==> config.mk <==
export PLATFORM = sky130hd
export DESIGN_NAME = media_frame_header_checker_top_flat
export DESIGN_NICKNAME = d
export VERILOG_FILES = /design/src/hw/rtl/mfhc_pkg.sv /design/src/hw/rtl/mfhc_if.sv /design/src/hw/rtl/mfhc_cfg_regs.sv /design/src/hw/rtl/mfhc_frame_core.sv /design/src/hw/rtl/media_frame_header_checker_top.sv /design/src/flat_wrapper.sv
export SDC_FILE = /design/constraint.sdc
export NUM_CORES = 1
export LEC_CHECK = 0
export BUFFER_PORTS_ARGS = -buffer_cell sky130_fd_sc_hd__buf_2
export CORE_ASPECT_RATIO = 2
export CORE_MARGIN = 4
export CORE_UTILIZATION = 47
export CTS_BUF_LIST = sky130_fd_sc_hd__clkbuf_2 sky130_fd_sc_hd__clkbuf_4 sky130_fd_sc_hd__clkbuf_8
export DETAILED_ROUTE_END_ITERATION = 12
export GPL_TIMING_DRIVEN = 0
export PLACE_DENSITY_LB_ADDON = 0.15
export RECOVER_POWER = 25
export SYNTH_ARGS = -nofsm -noshare
export SYNTH_HDL_FRONTEND = slang
export SYNTH_SLANG_ARGS = --single-unit
==> constraint.sdc <==
create_clock -name clk -period 8.7 [get_ports clk]
set_input_delay 1.305 -clock clk [delete_from_list [all_inputs] [get_ports clk]]
set_output_delay 1.305 -clock clk [all_outputs]
set_load 0.005 [all_outputs]
==> src/hw/rtl/mfhc_pkg.sv <==
// Shared types, codes and constants of the media frame header checker.
`timescale 1ns / 1ps

package mfhc_pkg;

    localparam int COUNT_BITS = 16;
    localparam int CMP_W      = COUNT_BITS + 2;
    localparam int HDR_MIN    = 4;
    localparam int PLEN_MAX   = 65535;

    typedef logic [COUNT_BITS-1:0] count_t;
    typedef logic [CMP_W-1:0]      cmp_t;

    localparam count_t COUNT_MAX = {COUNT_BITS{1'b1}};

    typedef enum logic [2:0] {
        REG_MAX_FRAME_BYTES      = 3'd0,
        REG_EXPECTED_VERSION     = 3'd1,
        REG_TYPE_FIRST           = 3'd2,
        REG_TYPE_LAST            = 3'd3,
        REG_HELLO_CODE           = 3'd4,
        REG_HELLO_PAYLOAD_LENGTH = 3'd5
    } reg_index_t;

    typedef enum logic [2:0] {
        KIND_VERSION       = 3'd0,
        KIND_TYPE          = 3'd1,
        KIND_SENDER_LEN    = 3'd2,
        KIND_SENDER_ID     = 3'd3,
        KIND_RECIPIENT_LEN = 3'd4,
        KIND_RECIPIENT_ID  = 3'd5,
        KIND_PAYLOAD       = 3'd6
    } field_kind_t;

    typedef enum logic [2:0] {
        ERR_NONE      = 3'd0,
        ERR_SHORT     = 3'd1,
        ERR_LONG      = 3'd2,
        ERR_VERSION   = 3'd3,
        ERR_TYPE      = 3'd4,
        ERR_SENDER    = 3'd5,
        ERR_RECIPIENT = 3'd6,
        ERR_HELLO     = 3'd7
    } error_code_t;

    localparam logic [15:0] RST_MAX_FRAME_BYTES      = 16'd1200;
    localparam logic [7:0]  RST_EXPECTED_VERSION     = 8'd1;
    localparam logic [7:0]  RST_TYPE_FIRST           = 8'd0;
    localparam logic [7:0]  RST_TYPE_LAST            = 8'd6;
    localparam logic [7:0]  RST_HELLO_CODE           = 8'd0;
    localparam logic [15:0] RST_HELLO_PAYLOAD_LENGTH = 16'd32;

    typedef struct packed {
        logic [15:0] max_frame_bytes;
        logic [7:0]  expected_version;
        logic [7:0]  type_first;
        logic [7:0]  type_last;
        logic [7:0]  hello_code;
        logic [15:0] hello_payload_length;
    } cfg_t;

    typedef struct packed {
        logic [7:0]  byte_out;
        field_kind_t field_kind;
        logic        frame_end;
        logic        frame_ok;
        error_code_t error_code;
        logic [7:0]  frame_type;
        logic [7:0]  sender_length;
        logic [7:0]  recipient_length;
        logic [15:0] payload_length;
    } result_t;

endpackage

==> src/hw/rtl/mfhc_if.sv <==
// Stream and configuration channel interfaces of the header checker.
`timescale 1ns / 1ps

interface mfhc_in_if;
    logic       valid;
    logic       ready;
    logic [7:0] data_byte;
    logic       last_byte;

    modport source (output valid, output data_byte, output last_byte, input ready);
    modport sink (input valid, input data_byte, input last_byte, output ready);
endinterface

interface mfhc_out_if;
    logic        valid;
    logic        ready;
    logic [7:0]  byte_out;
    logic [2:0]  field_kind;
    logic        frame_end;
    logic        frame_ok;
    logic [2:0]  error_code;
    logic [7:0]  frame_type;
    logic [7:0]  sender_length;
    logic [7:0]  recipient_length;
    logic [15:0] payload_length;

    modport source (
        output valid, output byte_out, output field_kind, output frame_end,
        output frame_ok, output error_code, output frame_type, output sender_length,
        output recipient_length, output payload_length, input ready
    );
    modport sink (
        input valid, input byte_out, input field_kind, input frame_end,
        input frame_ok, input error_code, input frame_type, input sender_length,
        input recipient_length, input payload_length, output ready
    );
endinterface

interface mfhc_cfg_if;
    logic        valid;
    logic        ready;
    logic [2:0]  index;
    logic [15:0] value;

    modport source (output valid, output index, output value, input ready);
    modport sink (input valid, input index, input value, output ready);
endinterface

==> src/hw/rtl/mfhc_cfg_regs.sv <==
// Configuration register file of the header checker.
`timescale 1ns / 1ps

module mfhc_cfg_regs (
    input  logic          clk,
    input  logic          rst_n,
    mfhc_cfg_if.sink      cfg,
    output mfhc_pkg::cfg_t regs
);
    import mfhc_pkg::*;

    cfg_t regs_reg;

    assign cfg.ready = 1'b1;
    assign regs      = regs_reg;

    always_ff @(posedge clk or negedge rst_n)
    begin
        if (!rst_n)
        begin
            regs_reg.max_frame_bytes      <= RST_MAX_FRAME_BYTES;
            regs_reg.expected_version     <= RST_EXPECTED_VERSION;
            regs_reg.type_first           <= RST_TYPE_FIRST;
            regs_reg.type_last            <= RST_TYPE_LAST;
            regs_reg.hello_code           <= RST_HELLO_CODE;
            regs_reg.hello_payload_length <= RST_HELLO_PAYLOAD_LENGTH;
        end
        else if (cfg.valid)
        begin
            unique case (cfg.index)
                REG_MAX_FRAME_BYTES:      regs_reg.max_frame_bytes      <= cfg.value;
                REG_EXPECTED_VERSION:     regs_reg.expected_version     <= cfg.value[7:0];
                REG_TYPE_FIRST:           regs_reg.type_first           <= cfg.value[7:0];
                REG_TYPE_LAST:            regs_reg.type_last            <= cfg.value[7:0];
                REG_HELLO_CODE:           regs_reg.hello_code           <= cfg.value[7:0];
                REG_HELLO_PAYLOAD_LENGTH: regs_reg.hello_payload_length <= cfg.value;
                default:                  ;
            endcase
        end
    end

endmodule

==> src/hw/rtl/mfhc_frame_core.sv <==
// Per-frame state, field tagging and verdict logic of the header checker.
`timescale 1ns / 1ps

module mfhc_frame_core (
    input  logic              clk,
    input  logic              rst_n,
    input  mfhc_pkg::cfg_t    regs,
    input  logic              advance,
    input  logic [7:0]        data_byte,
    input  logic              last_byte,
    output mfhc_pkg::result_t result
);
    import mfhc_pkg::*;

    count_t      count_reg, count_next;
    logic [7:0]  sender_len_reg, sender_len_next;
    logic [7:0]  recipient_len_reg, recipient_len_next;
    logic [7:0]  type_reg, type_next;
    error_code_t first_error_reg, first_error_next;
    logic        overflow_reg, overflow_next;

    logic        at_max;
    count_t      count_inc;
    cmp_t        pos_w;
    cmp_t        s_end;
    cmp_t        r_last;
    cmp_t        total_w;
    cmp_t        r_pos;
    cmp_t        r_end;
    cmp_t        plen_full;
    logic [15:0] plen;
    field_kind_t kind;
    error_code_t err;

    always_comb
    begin
        at_max             = (count_reg == COUNT_MAX);
        overflow_next      = overflow_reg | at_max;
        count_inc          = at_max ? count_reg : count_reg + count_t'(1);
        pos_w              = cmp_t'(count_reg);
        s_end              = cmp_t'(sender_len_reg) + cmp_t'(3);
        r_last             = s_end + cmp_t'(recipient_len_reg);
        type_next          = type_reg;
        sender_len_next    = sender_len_reg;
        recipient_len_next = recipient_len_reg;
        first_error_next   = first_error_reg;

        if (overflow_next)
        begin
            kind = KIND_PAYLOAD;
        end
        else if (count_reg == count_t'(0))
        begin
            kind = KIND_VERSION;
            if (data_byte != regs.expected_version && first_error_reg == ERR_NONE)
            begin
                first_error_next = ERR_VERSION;
            end
        end
        else if (count_reg == count_t'(1))
        begin
            kind      = KIND_TYPE;
            type_next = data_byte;
            if ((data_byte < regs.type_first || data_byte > regs.type_last)
                && first_error_reg == ERR_NONE)
            begin
                first_error_next = ERR_TYPE;
            end
        end
        else if (count_reg == count_t'(2))
        begin
            kind            = KIND_SENDER_LEN;
            sender_len_next = data_byte;
        end
        else if (pos_w < s_end)
        begin
            kind = KIND_SENDER_ID;
        end
        else if (pos_w == s_end)
        begin
            kind               = KIND_RECIPIENT_LEN;
            recipient_len_next = data_byte;
        end
        else if (pos_w <= r_last)
        begin
            kind = KIND_RECIPIENT_ID;
        end
        else
        begin
            kind = KIND_PAYLOAD;
        end

        total_w   = cmp_t'(count_inc);
        r_pos     = cmp_t'(sender_len_next) + cmp_t'(HDR_MIN);
        r_end     = r_pos + cmp_t'(recipient_len_next);
        plen_full = (total_w >= r_end) ? total_w - r_end : '0;
        plen      = (32'(plen_full) > 32'(PLEN_MAX)) ? 16'(PLEN_MAX) : 16'(plen_full);

        if (total_w < cmp_t'(HDR_MIN))
            err = ERR_SHORT;
        else if (overflow_next || 32'(count_inc) > 32'(regs.max_frame_bytes))
            err = ERR_LONG;
        else if (first_error_next != ERR_NONE)
            err = first_error_next;
        else if (r_pos > total_w)
            err = ERR_SENDER;
        else if (r_end > total_w)
            err = ERR_RECIPIENT;
        else if (type_next == regs.hello_code && plen != regs.hello_payload_length)
            err = ERR_HELLO;
        else
            err = ERR_NONE;

        if (!last_byte)
        begin
            err  = ERR_NONE;
            plen = '0;
        end

        count_next                = count_inc;
        result.byte_out           = data_byte;
        result.field_kind         = kind;
        result.frame_end          = last_byte;
        result.frame_ok           = last_byte && (err == ERR_NONE);
        result.error_code         = err;
        result.frame_type         = type_next;
        result.sender_length      = sender_len_next;
        result.recipient_length   = recipient_len_next;
        result.payload_length     = plen;
    end

    always_ff @(posedge clk or negedge rst_n)
    begin
        if (!rst_n)
        begin
            count_reg         <= '0;
            sender_len_reg    <= '0;
            recipient_len_reg <= '0;
            type_reg          <= '0;
            first_error_reg   <= ERR_NONE;
            overflow_reg      <= 1'b0;
        end
        else if (advance)
        begin
            if (last_byte)
            begin
                // clear for the next datagram
                count_reg         <= '0;
                sender_len_reg    <= '0;
                recipient_len_reg <= '0;
                type_reg          <= '0;
                first_error_reg   <= ERR_NONE;
                overflow_reg      <= 1'b0;
            end
            else
            begin
                count_reg         <= count_next;
                sender_len_reg    <= sender_len_next;
                recipient_len_reg <= recipient_len_next;
                type_reg          <= type_next;
                first_error_reg   <= first_error_next;
                overflow_reg      <= overflow_next;
            end
        end
    end

endmodule

==> src/hw/rtl/media_frame_header_checker_top.sv <==
// Throughput: one byte word per cycle while the result channel is not stalled.
// An input register and a result register part the two channels; a stalled result
// holds one further word in the input register.
// Reset (rst_n low, asynchronous) empties both registers, clears the frame state
// and loads the configuration reset values.
`timescale 1ns / 1ps

module media_frame_header_checker_top (
    input  logic        clk,
    input  logic        rst_n,
    mfhc_in_if.sink     data,
    mfhc_out_if.source  result,
    mfhc_cfg_if.sink    cfg
);
    import mfhc_pkg::*;

    cfg_t       regs;
    result_t    core_result;
    result_t    out_result_reg;
    logic       out_valid_reg;
    logic       s1_valid_reg;
    logic [7:0] s1_byte_reg;
    logic       s1_last_reg;
    logic       advance;

    mfhc_cfg_regs u_cfg_regs (
        .clk   (clk),
        .rst_n (rst_n),
        .cfg   (cfg),
        .regs  (regs)
    );

    mfhc_frame_core u_frame_core (
        .clk       (clk),
        .rst_n     (rst_n),
        .regs      (regs),
        .advance   (advance),
        .data_byte (s1_byte_reg),
        .last_byte (s1_last_reg),
        .result    (core_result)
    );

    assign advance    = s1_valid_reg && (!out_valid_reg || result.ready);
    assign data.ready = !s1_valid_reg || advance;

    always_ff @(posedge clk or negedge rst_n)
    begin
        if (!rst_n)
        begin
            s1_valid_reg <= 1'b0;
        end
        else if (data.valid && data.ready)
        begin
            s1_valid_reg <= 1'b1;
        end
        else if (advance)
        begin
            s1_valid_reg <= 1'b0;
        end
    end

    always_ff @(posedge clk)
    begin
        if (data.valid && data.ready)
        begin
            s1_byte_reg <= data.data_byte;
            s1_last_reg <= data.last_byte;
        end
    end

    always_ff @(posedge clk or negedge rst_n)
    begin
        if (!rst_n)
        begin
            out_valid_reg <= 1'b0;
        end
        else if (advance)
        begin
            out_valid_reg <= 1'b1;
        end
        else if (result.ready)
        begin
            out_valid_reg <= 1'b0;
        end
    end

    always_ff @(posedge clk)
    begin
        if (advance)
        begin
            out_result_reg <= core_result;
        end
    end

    assign result.valid            = out_valid_reg;
    assign result.byte_out         = out_result_reg.byte_out;
    assign result.field_kind       = out_result_reg.field_kind;
    assign result.frame_end        = out_result_reg.frame_end;
    assign result.frame_ok         = out_result_reg.frame_ok;
    assign result.error_code       = out_result_reg.error_code;
    assign result.frame_type       = out_result_reg.frame_type;
    assign result.sender_length    = out_result_reg.sender_length;
    assign result.recipient_length = out_result_reg.recipient_length;
    assign result.payload_length   = out_result_reg.payload_length;

endmodule

==> src/flat_wrapper.sv <==
// flat-port wrapper written by rule: the top's interface ports become plain ports
module media_frame_header_checker_top_flat import mfhc_pkg::*;
  (clk, rst_n, data_valid, data_data_byte, data_last_byte, data_ready, result_valid, result_byte_out, result_field_kind, result_frame_end, result_frame_ok, result_error_code, result_frame_type, result_sender_length, result_recipient_length, result_payload_length, result_ready, cfg_valid, cfg_index, cfg_value, cfg_ready);
  mfhc_in_if data_i ();
  mfhc_out_if result_i ();
  mfhc_cfg_if cfg_i ();
  input  logic clk;
  input  logic rst_n;
  input wire logic [$bits(data_i.valid)-1:0] data_valid;
  input wire logic [$bits(data_i.data_byte)-1:0] data_data_byte;
  input wire logic [$bits(data_i.last_byte)-1:0] data_last_byte;
  output wire logic [$bits(data_i.ready)-1:0] data_ready;
  output wire logic [$bits(result_i.valid)-1:0] result_valid;
  output wire logic [$bits(result_i.byte_out)-1:0] result_byte_out;
  output wire logic [$bits(result_i.field_kind)-1:0] result_field_kind;
  output wire logic [$bits(result_i.frame_end)-1:0] result_frame_end;
  output wire logic [$bits(result_i.frame_ok)-1:0] result_frame_ok;
  output wire logic [$bits(result_i.error_code)-1:0] result_error_code;
  output wire logic [$bits(result_i.frame_type)-1:0] result_frame_type;
  output wire logic [$bits(result_i.sender_length)-1:0] result_sender_length;
  output wire logic [$bits(result_i.recipient_length)-1:0] result_recipient_length;
  output wire logic [$bits(result_i.payload_length)-1:0] result_payload_length;
  input wire logic [$bits(result_i.ready)-1:0] result_ready;
  input wire logic [$bits(cfg_i.valid)-1:0] cfg_valid;
  input wire logic [$bits(cfg_i.index)-1:0] cfg_index;
  input wire logic [$bits(cfg_i.value)-1:0] cfg_value;
  output wire logic [$bits(cfg_i.ready)-1:0] cfg_ready;
  assign data_i.valid = data_valid;
  assign data_i.data_byte = data_data_byte;
  assign data_i.last_byte = data_last_byte;
  assign data_ready = data_i.ready;
  assign result_valid = result_i.valid;
  assign result_byte_out = result_i.byte_out;
  assign result_field_kind = result_i.field_kind;
  assign result_frame_end = result_i.frame_end;
  assign result_frame_ok = result_i.frame_ok;
  assign result_error_code = result_i.error_code;
  assign result_frame_type = result_i.frame_type;
  assign result_sender_length = result_i.sender_length;
  assign result_recipient_length = result_i.recipient_length;
  assign result_payload_length = result_i.payload_length;
  assign result_i.ready = result_ready;
  assign cfg_i.valid = cfg_valid;
  assign cfg_i.index = cfg_index;
  assign cfg_i.value = cfg_value;
  assign cfg_ready = cfg_i.ready;
  media_frame_header_checker_top u_core (.clk(clk), .rst_n(rst_n), .data(data_i), .result(result_i), .cfg(cfg_i));
endmodule
Word-level counts from Yosys, hierarchy flattened
Index checks and enable logic that the tools add are counted.
{ "classes": {"order_cmp": 10, "n_bitwise": 1, "addsub": 6, "n_eq_ne": 12, "mux": 44, "reduce_logical": 26} }
{ "ops": {"columns": ["op", "n"], "rows": [
  ["$mux W8", 16],
  ["$mux W3", 17],
  ["$mux W16", 3],
  ["$add A9 B8 Y10", 2],
  ["$gt A18 B16 Y1 const B", 1],
  ["$mux W18", 1],
  ["$sub A16 B10 Y17", 1],
  ["$add A16 B1 Y16 const B", 1],
  ["$eq A16 B1 Y1 const B", 1],
  ["$eq A16 B16 Y1 const B", 1],
  ["$eq A16 B2 Y1 const B", 1],
  ["$eq A16 B9 Y1", 1],
  ["$ge A16 B10 Y1", 1],
  ["$gt A10 B16 Y1", 1],
  ["$gt A16 B16 Y1", 1],
  ["$gt A9 B16 Y1", 1],
  ["$le A16 B10 Y1", 1],
  ["$logic_not A16 Y1", 1],
  ["$lt A16 B3 Y1 const B", 1],
  ["$lt A16 B9 Y1", 1],
  ["$ne A16 B16 Y1", 1],
  ["$reduce_and A2 Y1", 6],
  ["$add A8 B2 Y9 const B", 1],
  ["$add A8 B3 Y9 const B", 1],
  ["other kinds (17)", 36]
]} }
{ "totals": {"regBits": 175, "elab_cells": 125, "in_bits": 33, "out_inout_bits": 59} }

Longest topological paths before layout
Gate-level depths: netlist of run 1.
{ "logic_depth": {"ltp_word": 24, "ltp_mapped": 38, "mapped_depth_nobuf": 36} }

Hierarchy
Synthesis of run 1 repeated with hierarchy kept, for this count alone.
{ "unflattened": {"hier_cells": 1056, "area_unflattened_um2": 11061.9} }
{ "modules_own_cells": {"columns": ["mod", "area_each_um2", "seq_area_each_um2", "cells_per_inst", "n_inst"], "rows": [
  ["mfhc_frame_core", 6542.5, 1101.1, 841, 1],
  ["mfhc_cfg_regs", 2463.6, 1611.5, 142, 1],
  ["media_frame_header_checker_top", 2055.7, 2001.9, 73, 1]
]} }

Least setup slack after synthesis of run 1
No wires, ideal clock.
{ "synth_timing": {"path_type": "register -> register", "start": "register u_core.u_frame_core.sender_len_reg[0]", "end": "register u_core.out_result_reg (netlist bit u_core.result.error_code[0]) (data pin)", "period_less_slack_ns": 7.277, "n_path_buf": 0, "setup_ns": 0.269, "setup_slack_ns": 1.423, "t_required_ns": 8.431, "path_stages_with_launch": 34, "arrival_time_ns": 7.008, "path_cell_list": "dfrtp_1 inv_1 ha_1 nor2_1 and3_1 xor2_1 inv_1 ha_1 nand3_1 nor4_1 nand2_1 a211oi_2 mux2_2 ha_1 fa_1 a21o_1 a21oi_1 o21bai_1 a21oi_1 o21bai_1 a21oi_1 xor2_1 ha_1 a21oi_1 nor2b_1 nor3_1 nand2_1 a21boi_1 o31ai_1 mux2_2 a31oi_1 a41oi_2 a21boi_1 o31ai_1"} }
{ "synth_rtl": {"columns": ["element", "line", "source"], "rows": [
  ["start: declaration", "mfhc_frame_core.sv:16", "logic [7:0] sender_len_reg, sender_len_next;"],
  ["start signal: assignment", "mfhc_frame_core.sv:158", "sender_len_reg <= sender_len_next;"],
  ["end signal: assignment", "media_frame_header_checker_top.sv:91", "out_result_reg <= core_result;"],
  ["end: declaration", "media_frame_header_checker_top.sv:19", "result_t out_result_reg;"]
]} }

==> results.sh, run 1 <==
export IMPL_total_power_w=0.00251
export IMPL_ys_types=87
export IMPL_maxSlewViolCount=113
export IMPL_hold_class="register to register"
export IMPL_diodes=0
export IMPL_clock_latency_ps=500
export IMPL_hold_viol=0
export IMPL_synthArstFlopShare_pct=62.9
export IMPL_violations="max-capacitance violations, max-slew violations"
export IMPL_cts_root_buf="clkbuf_8"
export IMPL_layout_drive_gt1_share_pct=20.4
export IMPL_min_from="u_core.s1_valid_reg"
export IMPL_avgRoutedWirePerCell_um=20.9
export IMPL_ctsHtreeMaxLevel=4
export IMPL_period_share_pct=96.8
export IMPL_postSynthCellCount=1044
export IMPL_hold_slack_ps=484
export IMPL_grt_usage_pct=24.0
export IMPL_via_count=8458
export IMPL_relSlewSlack_pct=-163
export IMPL_cts_buffers=17
export IMPL_timing_rr_start="u_core.u_frame_core.sender_len_reg[0]"
export IMPL_die_height_um=223
export IMPL_comb_power_share_pct=35.1
export IMPL_skew_ps=13.7
export IMPL_ant_nets=0
export IMPL_antenna_found_initial=1
export IMPL_placed_cell_area_um2=11700
export IMPL_core_region_area_um2=22700
export IMPL_synth_fp_nets=1174
export IMPL_cap_violations=2
export IMPL_rows=78
export IMPL_startpoint="u_core.u_frame_core.sender_len_reg[0]"
export IMPL_seq_power_share_pct=42.9
export IMPL_vdd_drop_max_v=0.000116
export IMPL_path_max_fanout=5
export IMPL_critPathMaxStageDelay_ps=410
export IMPL_timing_fmax_mhz=119
export IMPL_slowest_stage="fa_1"
export IMPL_clock_sink_count=175
export IMPL_ys_ff_latch=175
export IMPL_max_slew_worst_pin_slew_ps=3950
export IMPL_critical_path_class="register to register"
export IMPL_intPower_w=0.00156
export IMPL_largest_register_ffs=64
export IMPL_wirelength_um=30300
export IMPL_syn_area_um2=10800
export IMPL_area_growth_syn_to_layout_pct=11.9
export IMPL_period_needed_ps=8420
export IMPL_grt_max_degree=75
export IMPL_crit_path_end_kind="register"
export IMPL_cp_start_kind="register"
export IMPL_grt_pass1_vias=8667
export IMPL_stdcell_area_um2=12100
export IMPL_p_leak_nw=5.56
export IMPL_numPortBuffers=89
export IMPL_drtPass1Iterations=5
export IMPL_fin_ws_ps=276
export IMPL_drc_errors=0
export IMPL_drtIter0Drc=406
export IMPL_syn_avg_cell_area_um2=10.4
export IMPL_worst_ep_arrival_time_ps=8650
export IMPL_setup_violations=0
export IMPL_place_detailed_hpwl_um=23900
export IMPL_status="finished with violations"
export IMPL_gp_congestion=0.940
export IMPL_p_sw_share_pct=37.8
export IMPL_finalSetupTns_ps=0
export IMPL_final_nets=1288
export IMPL_ctsHoldBuffers=0
export IMPL_clk_pin_slew_ps=110
export IMPL_synth_edf_count=65
export IMPL_crit_path_frequent_cell="o21a_1"
export IMPL_seq_area_frac_synth_pct=43.5
export IMPL_yosysWarnings=0
export IMPL_required_ps=8930
export IMPL_initial_core_util_pct=47.7
export IMPL_io_pins=92
export IMPL_pre_cts_ws_ps=-628
export IMPL_viasPerCell=5.83
export IMPL_dieArea_um2=25700
export IMPL_dieWidth_um=115
export IMPL_p_clk_share_pct=22.0
export IMPL_cts_path_max_buffers=2
export IMPL_p_sw_w=0.000949
export IMPL_synth_ff_type="dfrtp_1"
export IMPL_cts_tree="built"
export IMPL_p_per_area_nw_per_um2=207
export IMPL_grt_overflow=0
export IMPL_grt_pass1_wl_um=46600
==> power by group through the flow <==
stage	clock network [W]	logic [W]	registers [W]
2_1_floorplan	0	0.000590	0.00107
3_3_place_gp	0	0.000850	0.00109
3_5_place_dp	0	0.000867	0.00110
4_1_cts	0.000568	0.000873	0.00108
5_1_grt	0.000602	0.000964	0.00109
6_report	0.000552	0.000882	0.00108
==> synthesized netlist by cell type, types with 3 or more instances <==
cell | instances | area share [%]
o21bai_1 | 9 | 0.62
nand4_1 | 18 | 1.0
o21ai_0 | 80 | 3.7
nor4_1 | 14 | 0.81
a21oi_1 | 51 | 2.4
buf_2 | 7 | 0.32
and3_1 | 6 | 0.35
edfxtp_1 | 65 | 18
inv_1 | 86 | 3.0
or2_2 | 3 | 0.17
o21a_1 | 15 | 1.0
nor2b_1 | 14 | 0.81
fa_1 | 3 | 0.55
mux2i_2 | 5 | 0.63
dfstp_2 | 8 | 1.9
nor4bb_1 | 3 | 0.28
a32o_1 | 8 | 0.74
or3_1 | 4 | 0.23
xor2_1 | 18 | 1.5
nor2_1 | 38 | 1.3
and2_1 | 5 | 0.29
nand3_1 | 20 | 0.92
xnor2_1 | 44 | 3.6
o211ai_1 | 4 | 0.28
nor3_1 | 21 | 0.97
o31ai_1 | 7 | 0.48
clkbuf_1 | 19 | 0.66
ha_1 | 94 | 11
mux2_2 | 52 | 5.4
a22o_1 | 6 | 0.48
nand2b_1 | 11 | 0.63
o22ai_1 | 4 | 0.23
nand3b_1 | 3 | 0.21
nand2_1 | 88 | 3.0
a31oi_1 | 10 | 0.58
o2111ai_1 | 4 | 0.32
and4b_1 | 3 | 0.28
buf_4 | 4 | 0.28
a21o_1 | 13 | 0.90
mux2i_1 | 13 | 1.2
a211oi_1 | 6 | 0.42
dfrtp_1 | 102 | 24
==> per-layer routing <==
metal	wire [um]	global-route usage [%]	vias up
met5	0	0	-
met4	1900	14.4	0
met3	893	3.54	95
met2	17000	45.1	201
met1	10500	24.0	4145
li1	-	-	4017
==> stage by stage <==
| stage | std cells | utilization (%) |
|---|---|---|
| floorplan | 1044 | - |
| global placement | 1413 | 51.2 |
| detailed placement | 1414 | 51.3 |
| CTS | 1449 | 53.2 |
| global route | 1451 | 53.3 |
| finish | 1451 | 53.3 |
==> area by class of cell <==
type	count	area, um^2
timing repair buffer	95	485
multi-input combinational	750	5720
sequential	175	4710
tap	280	350
clock buffer	17	234
inverter	87	327
fill	2161	10600
clock inverter	15	148
buffer	32	156
==> critical path, delay by kind of cell (launching register included) <==
kind                     cells  cell delay [ps]
adder cells (fa/ha/maj)      5             1700
AND/OR/NAND/NOR              4              690
flip-flops                   1              400
multiplexers                 2              650
buffers and inverters        4              630
AO/OA/AOI/OAI               21             3840
XOR/XNOR                     1              250
==> cell usage in the layout (no fill, tap or decap), types with 5 or more instances in the layout <==
cell type / count
o21a_1: 15
o21ai_0: 77
and3_1: 6
nor4_1: 11
xor2_1: 18
clkbuf_8: 17
nand2_1: 87
nor2_1: 38
ha_1: 94
mux2i_1: 13
dfstp_2: 8
inv_1: 86
nand4_1: 18
a22o_1: 6
mux2i_2: 5
a21oi_1: 50
buf_2: 95
xnor2_1: 44
mux2_2: 52
dfrtp_1: 102
nor2b_1: 14
nor4_2: 5
o21bai_1: 9
a31oi_1: 9
o31ai_1: 6
buf_4: 9
clkbuf_1: 19
a21o_1: 13
nor3_1: 19
edfxtp_1: 65
a211oi_1: 6
nand2b_1: 11
and2_1: 5
a32o_1: 8
nand3_1: 20
==> final timing paths <==
| check | end | slack [ps] | cells past startpoint |
|---|---|---|---|
| setup / recovery | u_core.result.error_code[0] | 280 | 37 |
| hold reg to reg | u_core.result.valid | 480 | 1 |
| setup reg to reg | u_core.result.error_code[0] | 280 | 37 |
| hold / removal | u_core.result.valid | 480 | 1 |
| min in group asynchronous | u_core.u_frame_core.recipient_len_reg[7] | 1400 | 1 |
| max in group asynchronous | u_core.u_cfg_regs.regs[63] | 2690 | 2 |
==> kinds of logic (layout without fill, tap and decap cells) <==
group | count (synthesis) | after routing | share of synthesized area (%)
DFF | 175 | 175 | 43.5
other | 1 | 1 | 0.0346
AOI/OAI and AO/OA | 243 | 243 | 14.4
xor gates and xnor gates | 63 | 63 | 5.22
adders and majority gates | 97 | 97 | 11.4
buffers and inverters | 119 | 246 | 4.41
and+or+nand+nor | 275 | 275 | 13.7
muxes | 71 | 71 | 7.37
==> repair_timing <==
action | 4_1_cts | 5_1_grt
gates cloned | 0 | 0
resized for setup | 5 | 12
setup endpoints to repair | 4 | 4
buffers inserted | 3 | 2
pin swaps | 1 | 3
No activity file was read; power rests on OpenSTA's default activity.
==> run 2, diff against run 1 <==
--- a/config.mk
+++ b/config.mk
@@ -6,9 +6,11 @@
 export NUM_CORES = 1
 export LEC_CHECK = 0
 export BUFFER_PORTS_ARGS = -buffer_cell sky130_fd_sc_hd__buf_2
+export CELL_PAD_IN_SITES_DETAIL_PLACEMENT = 1
+export CELL_PAD_IN_SITES_GLOBAL_PLACEMENT = 2
 export CORE_ASPECT_RATIO = 2
 export CORE_MARGIN = 4
-export CORE_UTILIZATION = 47
+export CORE_UTILIZATION = 41
 export CTS_BUF_LIST = sky130_fd_sc_hd__clkbuf_2 sky130_fd_sc_hd__clkbuf_4 sky130_fd_sc_hd__clkbuf_8
 export DETAILED_ROUTE_END_ITERATION = 12
 export GPL_TIMING_DRIVEN = 0
==> results.sh, run 2 (synthesis results as in run 1) <==
export IMPL_gp_congestion=0.864
export IMPL_antenna_found_initial=0
export IMPL_vdd_drop_max_v=0.000149
export IMPL_cp_start_kind="register"
export IMPL_p_leak_nw=5.59
export IMPL_layout_drive_gt1_share_pct=20.7
export IMPL_grt_pass1_vias=9011
export IMPL_viasPerCell=5.60
export IMPL_grt_usage_pct=24.0
export IMPL_core_region_area_um2=26200
export IMPL_grt_overflow=0
export IMPL_maxSlewViolCount=113
export IMPL_wirelength_um=34200
export IMPL_final_nets=1289
export IMPL_period_needed_ps=8390
export IMPL_clock_sink_count=175
export IMPL_crit_path_frequent_cell="o21a_1"
export IMPL_clk_pin_slew_ps=100
export IMPL_die_height_um=238
export IMPL_status="finished with violations"
export IMPL_cts_tree="built"
export IMPL_cts_root_buf="clkbuf_8"
export IMPL_avgRoutedWirePerCell_um=22.6
export IMPL_violations="max-capacitance violations, max-slew violations"
export IMPL_dieWidth_um=123
export IMPL_placed_cell_area_um2=11800
export IMPL_slowest_stage="dfrtp_1"
export IMPL_cap_violations=2
export IMPL_cts_buffers=17
export IMPL_place_detailed_hpwl_um=27300
export IMPL_period_share_pct=96.5
export IMPL_path_max_fanout=4
export IMPL_layout_commonest_cell="dfrtp_1"
export IMPL_required_ps=8940
export IMPL_critPathMaxStageDelay_ps=430
export IMPL_p_per_area_nw_per_um2=210
export IMPL_dieArea_um2=29300
export IMPL_rows=84
export IMPL_initial_core_util_pct=41.4
export IMPL_timing_fmax_mhz=119
export IMPL_hold_class="register to register"
export IMPL_drc_errors=0
export IMPL_max_slew_worst_pin_slew_ps=4100
export IMPL_cts_path_max_buffers=2
export IMPL_diodes=0
export IMPL_clock_latency_ps=510
export IMPL_total_power_w=0.00259
export IMPL_relSlewSlack_pct=-173
export IMPL_setup_violations=0
export IMPL_skew_ps=17.7
export IMPL_via_count=8490
export IMPL_fillCellCount=2986
export IMPL_grt_pass1_wl_um=51900
export IMPL_worst_ep_arrival_time_ps=8630
export IMPL_numPortBuffers=89
export IMPL_ctsHoldBuffers=0
export IMPL_finalCoreUtilization_pct=47.0
export IMPL_dpl_cell_count=1479
export IMPL_hold_viol=0
export IMPL_ant_nets=0
export IMPL_layout_common_cells="dfrtp_1 (102), buf_2 (94), ha_1 (93)"
export IMPL_ctsHtreeMaxLevel=4
export IMPL_drtPass1Iterations=4
export IMPL_drtIter0Drc=346
export IMPL_grt_max_degree=72
export IMPL_stdcell_count=1516
export IMPL_largest_register_ffs=64
export IMPL_hold_slack_ps=502
export IMPL_area_growth_syn_to_layout_pct=13.5
export IMPL_stdcell_area_um2=12300
export IMPL_critical_path_class="register to register"
export IMPL_crit_path_end_kind="register"
export IMPL_io_pins=92
==> run 2: cell types whose count changed in the layout (fill, tap and decap cells not counted), moves of 2 or more <==
cell,delta
clkinv_8,+4
buf_12,+2
clkinv_4,-2
inv_8,-2
nor4_2,-2
==> run 2: critical path, delay by kind of cell (launching register included) <==
kind | cells | cell delay, ps
AO/OA/AOI/OAI | 21 | 4020
XOR/XNOR | 1 | 260
adder cells (fa/ha/maj) | 5 | 1570
buffers and inverters | 3 | 430
flip-flops | 1 | 430
multiplexers | 2 | 680
AND/OR/NAND/NOR | 4 | 740
==> run 2: final timing paths <==
check / startpoint / to / slack [ps] / cells after the start
min in group asynchronous: rst_n / u_core.result.valid / 1440 / 1
worst max register to register: u_core.u_frame_core.sender_len_reg[0] / u_core.result.error_code[0] / 310 / 36
worst max-delay path: u_core.u_frame_core.sender_len_reg[0] / u_core.result.error_code[0] / 310 / 36
worst min-delay path: u_core.u_frame_core.type_reg[7] / u_core.u_frame_core.type_reg[7] / 500 / 2
worst min register to register: u_core.u_frame_core.type_reg[7] / u_core.u_frame_core.type_reg[7] / 500 / 2
max in group asynchronous: rst_n / u_core.u_cfg_regs.regs[11] / 2450 / 2
==> run 2: repair_timing <==
action / in CTS / in global routing
gates resized for setup: 8 / 13
setup buffers: 3 / 2
pin swaps: 2 / 3
endpoints found under the setup margin: 15 / 4
==> run 2: layout make-up <==
class / count / area, um^2 / area share (%)
clock inverter: 15 / 199 / 1.62
inverter: 87 / 327 / 2.65
buffer: 32 / 156 / 1.27
timing repair buffer: 96 / 517 / 4.20
clock buffer: 17 / 234 / 1.90
sequential: 175 / 4710 / 38.3
multi-input combinational: 750 / 5730 / 46.5
tap: 344 / 430 / 3.50
==> run 2: metrics by stage <==
| stage | worst slack [ps] | setup TNS, ps |
|---|---|---|
| after global placement | -763 | -4660 |
| after detailed placement | -845 | -6050 |
| after global routing | -3.87 | -3.87 |
| after CTS | 27.8 | 0 |
| final | 306 | 0 |
| after floorplan | 1420 | 0 |
==> run 2: layer usage <==
metal  part of all wire (%)  global-route usage (%)
met1                     35                    24.1
met3                    2.4                    3.51
met4                    5.0                    12.0
met2                     58                    46.5
met5                      0                       0
==> run 2: where the power goes <==
group	internal, W	leakage, nW	total, W	switching (W)
clock	0.000246	0.204	0.000605	0.000359
combinational	0.000360	3.36	0.000904	0.000543
sequential	0.000995	2.03	0.00108	0.0000826
total	0.00160	5.59	0.00259	0.000985
==> run 3, diff against run 2 <==
--- a/config.mk
+++ b/config.mk
@@ -5,7 +5,7 @@
 export SDC_FILE = /design/constraint.sdc
 export NUM_CORES = 1
 export LEC_CHECK = 0
-export BUFFER_PORTS_ARGS = -buffer_cell sky130_fd_sc_hd__buf_2
+export BUFFER_PORTS_ARGS = -buffer_cell sky130_fd_sc_hd__clkbuf_2
 export CELL_PAD_IN_SITES_DETAIL_PLACEMENT = 1
 export CELL_PAD_IN_SITES_GLOBAL_PLACEMENT = 2
 export CORE_ASPECT_RATIO = 2
==> results.sh, run 3 (synthesis results as in run 1) <==
export IMPL_grt_usage_pct=24.3
export IMPL_dr_wl_met2_um=19800
export IMPL_clock_sink_count=175
export IMPL_min_to="u_core.u_frame_core.type_reg[7]"
export IMPL_cts_tree="built"
export IMPL_critical_path_depth=36
export IMPL_dieArea_um2=29300
export IMPL_r2r_slack_ps=250
export IMPL_reg2reg_depth=36
export IMPL_antenna_found_initial=0
export IMPL_area_growth_syn_to_layout_pct=13.7
export IMPL_io_pins=92
export IMPL_viasPerCell=5.63
export IMPL_setup_violations=0
export IMPL_fin_ws_ps=251
export IMPL_gp_congestion=0.859
export IMPL_hold_slack_ps=496
export IMPL_pre_cts_ws_ps=-748
export IMPL_grt_max_degree=72
export IMPL_hold_viol=0
export IMPL_violations="max-capacitance violations, max-slew violations"
export IMPL_timing_fmax_mhz=118
export IMPL_crit_path_frequent_cell="o21a_1"
export IMPL_wl_met3_um=643
export IMPL_cp_start_kind="register"
export IMPL_whs_path_depth=2
export IMPL_worstReg2RegEnd="u_core.result.error_code[0]"
export IMPL_status="finished with violations"
export IMPL_skew_ps=23.6
export IMPL_stdcell_count=1518
export IMPL_diodes=0
export IMPL_cp_top_family="compound AO/OA/AOI/OAI gates"
export IMPL_clock_latency_ps=520
export IMPL_final_nets=1291
export IMPL_total_power_w=0.00259
export IMPL_avgRoutedWirePerCell_um=22.7
export IMPL_met1_length_um=12300
export IMPL_cts_path_max_buffers=2
export IMPL_maxSlewViolCount=113
export IMPL_ant_nets=0
export IMPL_numPortBuffers=89
export IMPL_rsz0062_at_grt="false"
export IMPL_via_count=8542
export IMPL_p_per_area_nw_per_um2=210
export IMPL_wirelength_um=34400
export IMPL_grt_overflow=0
export IMPL_cts_root_buf="clkbuf_8"
export IMPL_timing_rr_start="u_core.u_frame_core.sender_len_reg[0]"
export IMPL_largest_register_ffs=64
export IMPL_worst_ep_arrival_time_ps=8690
export IMPL_slowest_stage="or4_4"
export IMPL_rows=84
export IMPL_ctsHtreeMaxLevel=4
export IMPL_layout_commonest_cell="dfrtp_1"
export IMPL_dieWidth_um=123
export IMPL_maxUsedRoutingLayer="met4"
export IMPL_clk_pin_slew_ps=110
export IMPL_crit_path_end_kind="register"
export IMPL_cts_buffers=17
export IMPL_period_needed_ps=8450
export IMPL_die_height_um=238
export IMPL_required_ps=8940
export IMPL_dpl_cell_count=1479
export IMPL_grt_pass1_wl_um=52500
export IMPL_vdd_drop_max_v=0.000167
export IMPL_path_buf_inv=3
export IMPL_drc_errors=0
export IMPL_max_slew_worst_pin_slew_ps=4060
export IMPL_p_leak_nw=5.63
export IMPL_critPathMaxStageDelay_ps=480
export IMPL_drtIter0Drc=375
export IMPL_relSlewSlack_pct=-171
export IMPL_initial_core_util_pct=41.4
export IMPL_period_share_pct=97.1
export IMPL_cap_violations=2
export IMPL_grt_pass1_vias=9153
export IMPL_layout_common_cells="dfrtp_1 (102), ha_1 (93), clkbuf_2 (88)"
export IMPL_min_from="u_core.u_frame_core.type_reg[7]"
export IMPL_ctsHoldBuffers=0
export IMPL_layout_drive_gt1_share_pct=21.0
export IMPL_hold_class="register to register"
export IMPL_critical_path_class="register to register"
export IMPL_fillCellCount=2946
export IMPL_path_max_fanout=5
export IMPL_place_detailed_hpwl_um=27100
export IMPL_core_region_area_um2=26200
export IMPL_drtPass1Iterations=4
## run 3: cell count changes in the layout (fill, tap and decap cells not counted), moves of 2 or more
| cell | change |
|---|---|
| clkinvlp_4 | -2 |
| buf_4 | +3 |
| buf_2 | -88 |
| buf_12 | -2 |
| clkbuf_2 | +87 |
| clkinv_4 | +2 |
| inv_8 | +2 |
## run 3: report_power, final
group	switching [W]	internal, W
combinational	0.000549	0.000370
sequential	0.0000843	0.000995
clock	0.000372	0.000222
## run 3: worst max-delay path by stage
| stage | startpoint | to | slack (ps) |
|---|---|---|---|
| after floorplan | u_core.u_frame_core.sender_len_reg[0] | u_core.result.error_code[0] | 1420 |
| after global placement | u_core.u_frame_core.sender_len_reg[0] | u_core.result.error_code[0] | -700 |
| after detailed placement | u_core.u_frame_core.sender_len_reg[0] | u_core.result.error_code[0] | -750 |
| after CTS | u_core.u_frame_core.sender_len_reg[0] | u_core.result.error_code[2] | 20 |
| after global routing | u_core.u_frame_core.sender_len_reg[0] | u_core.result.error_code[2] | 10 |
| final | u_core.u_frame_core.sender_len_reg[0] | u_core.result.error_code[0] | 250 |
## run 3: cell type report
class | instances | area (um^2) | share of cell area (%)
multi-input cells | 750 | 5750 | 46.7
flip-flops and latches | 175 | 4710 | 38.2
repair buffers | 98 | 527 | 4.27
well taps | 344 | 430 | 3.49
inverters | 87 | 327 | 2.65
clock buffers | 17 | 234 | 1.90
clock inverters | 15 | 185 | 1.50
plain buffers | 32 | 159 | 1.29
## run 3: per-stage QoR
step | cell area, um^2 | setup TNS [ps] | utilization (%)
2_1_floorplan | 10800 | 0 | -
3_3_place_gp | 11700 | -3630 | 44.8
3_5_place_dp | 11800 | -4330 | 45.0
4_1_cts | 12200 | 0 | 46.8
5_1_grt | 12300 | 0 | 47.1
6_report | 12300 | 0 | 47.1
## run 3: repair_timing
action,CTS,global route
pin swaps,1,6
setup buffers,2,5
setup endpoints to repair,14,4
resized for setup,8,18
## run 3: tightest hold or removal path, cell delays in order, from the launching register on
cell and delay (ps):
dfrtp_1 360, nand2_1 50, o21ai_0 60
## run 3: routing by layer
layer / vias to the layer above / global-route usage (%)
met5: - / 0
met4: 0 / 11.5
met3: 80 / 3.04
met2: 137 / 47.6
met1: 4299 / 24.5
li1: 4026 / -
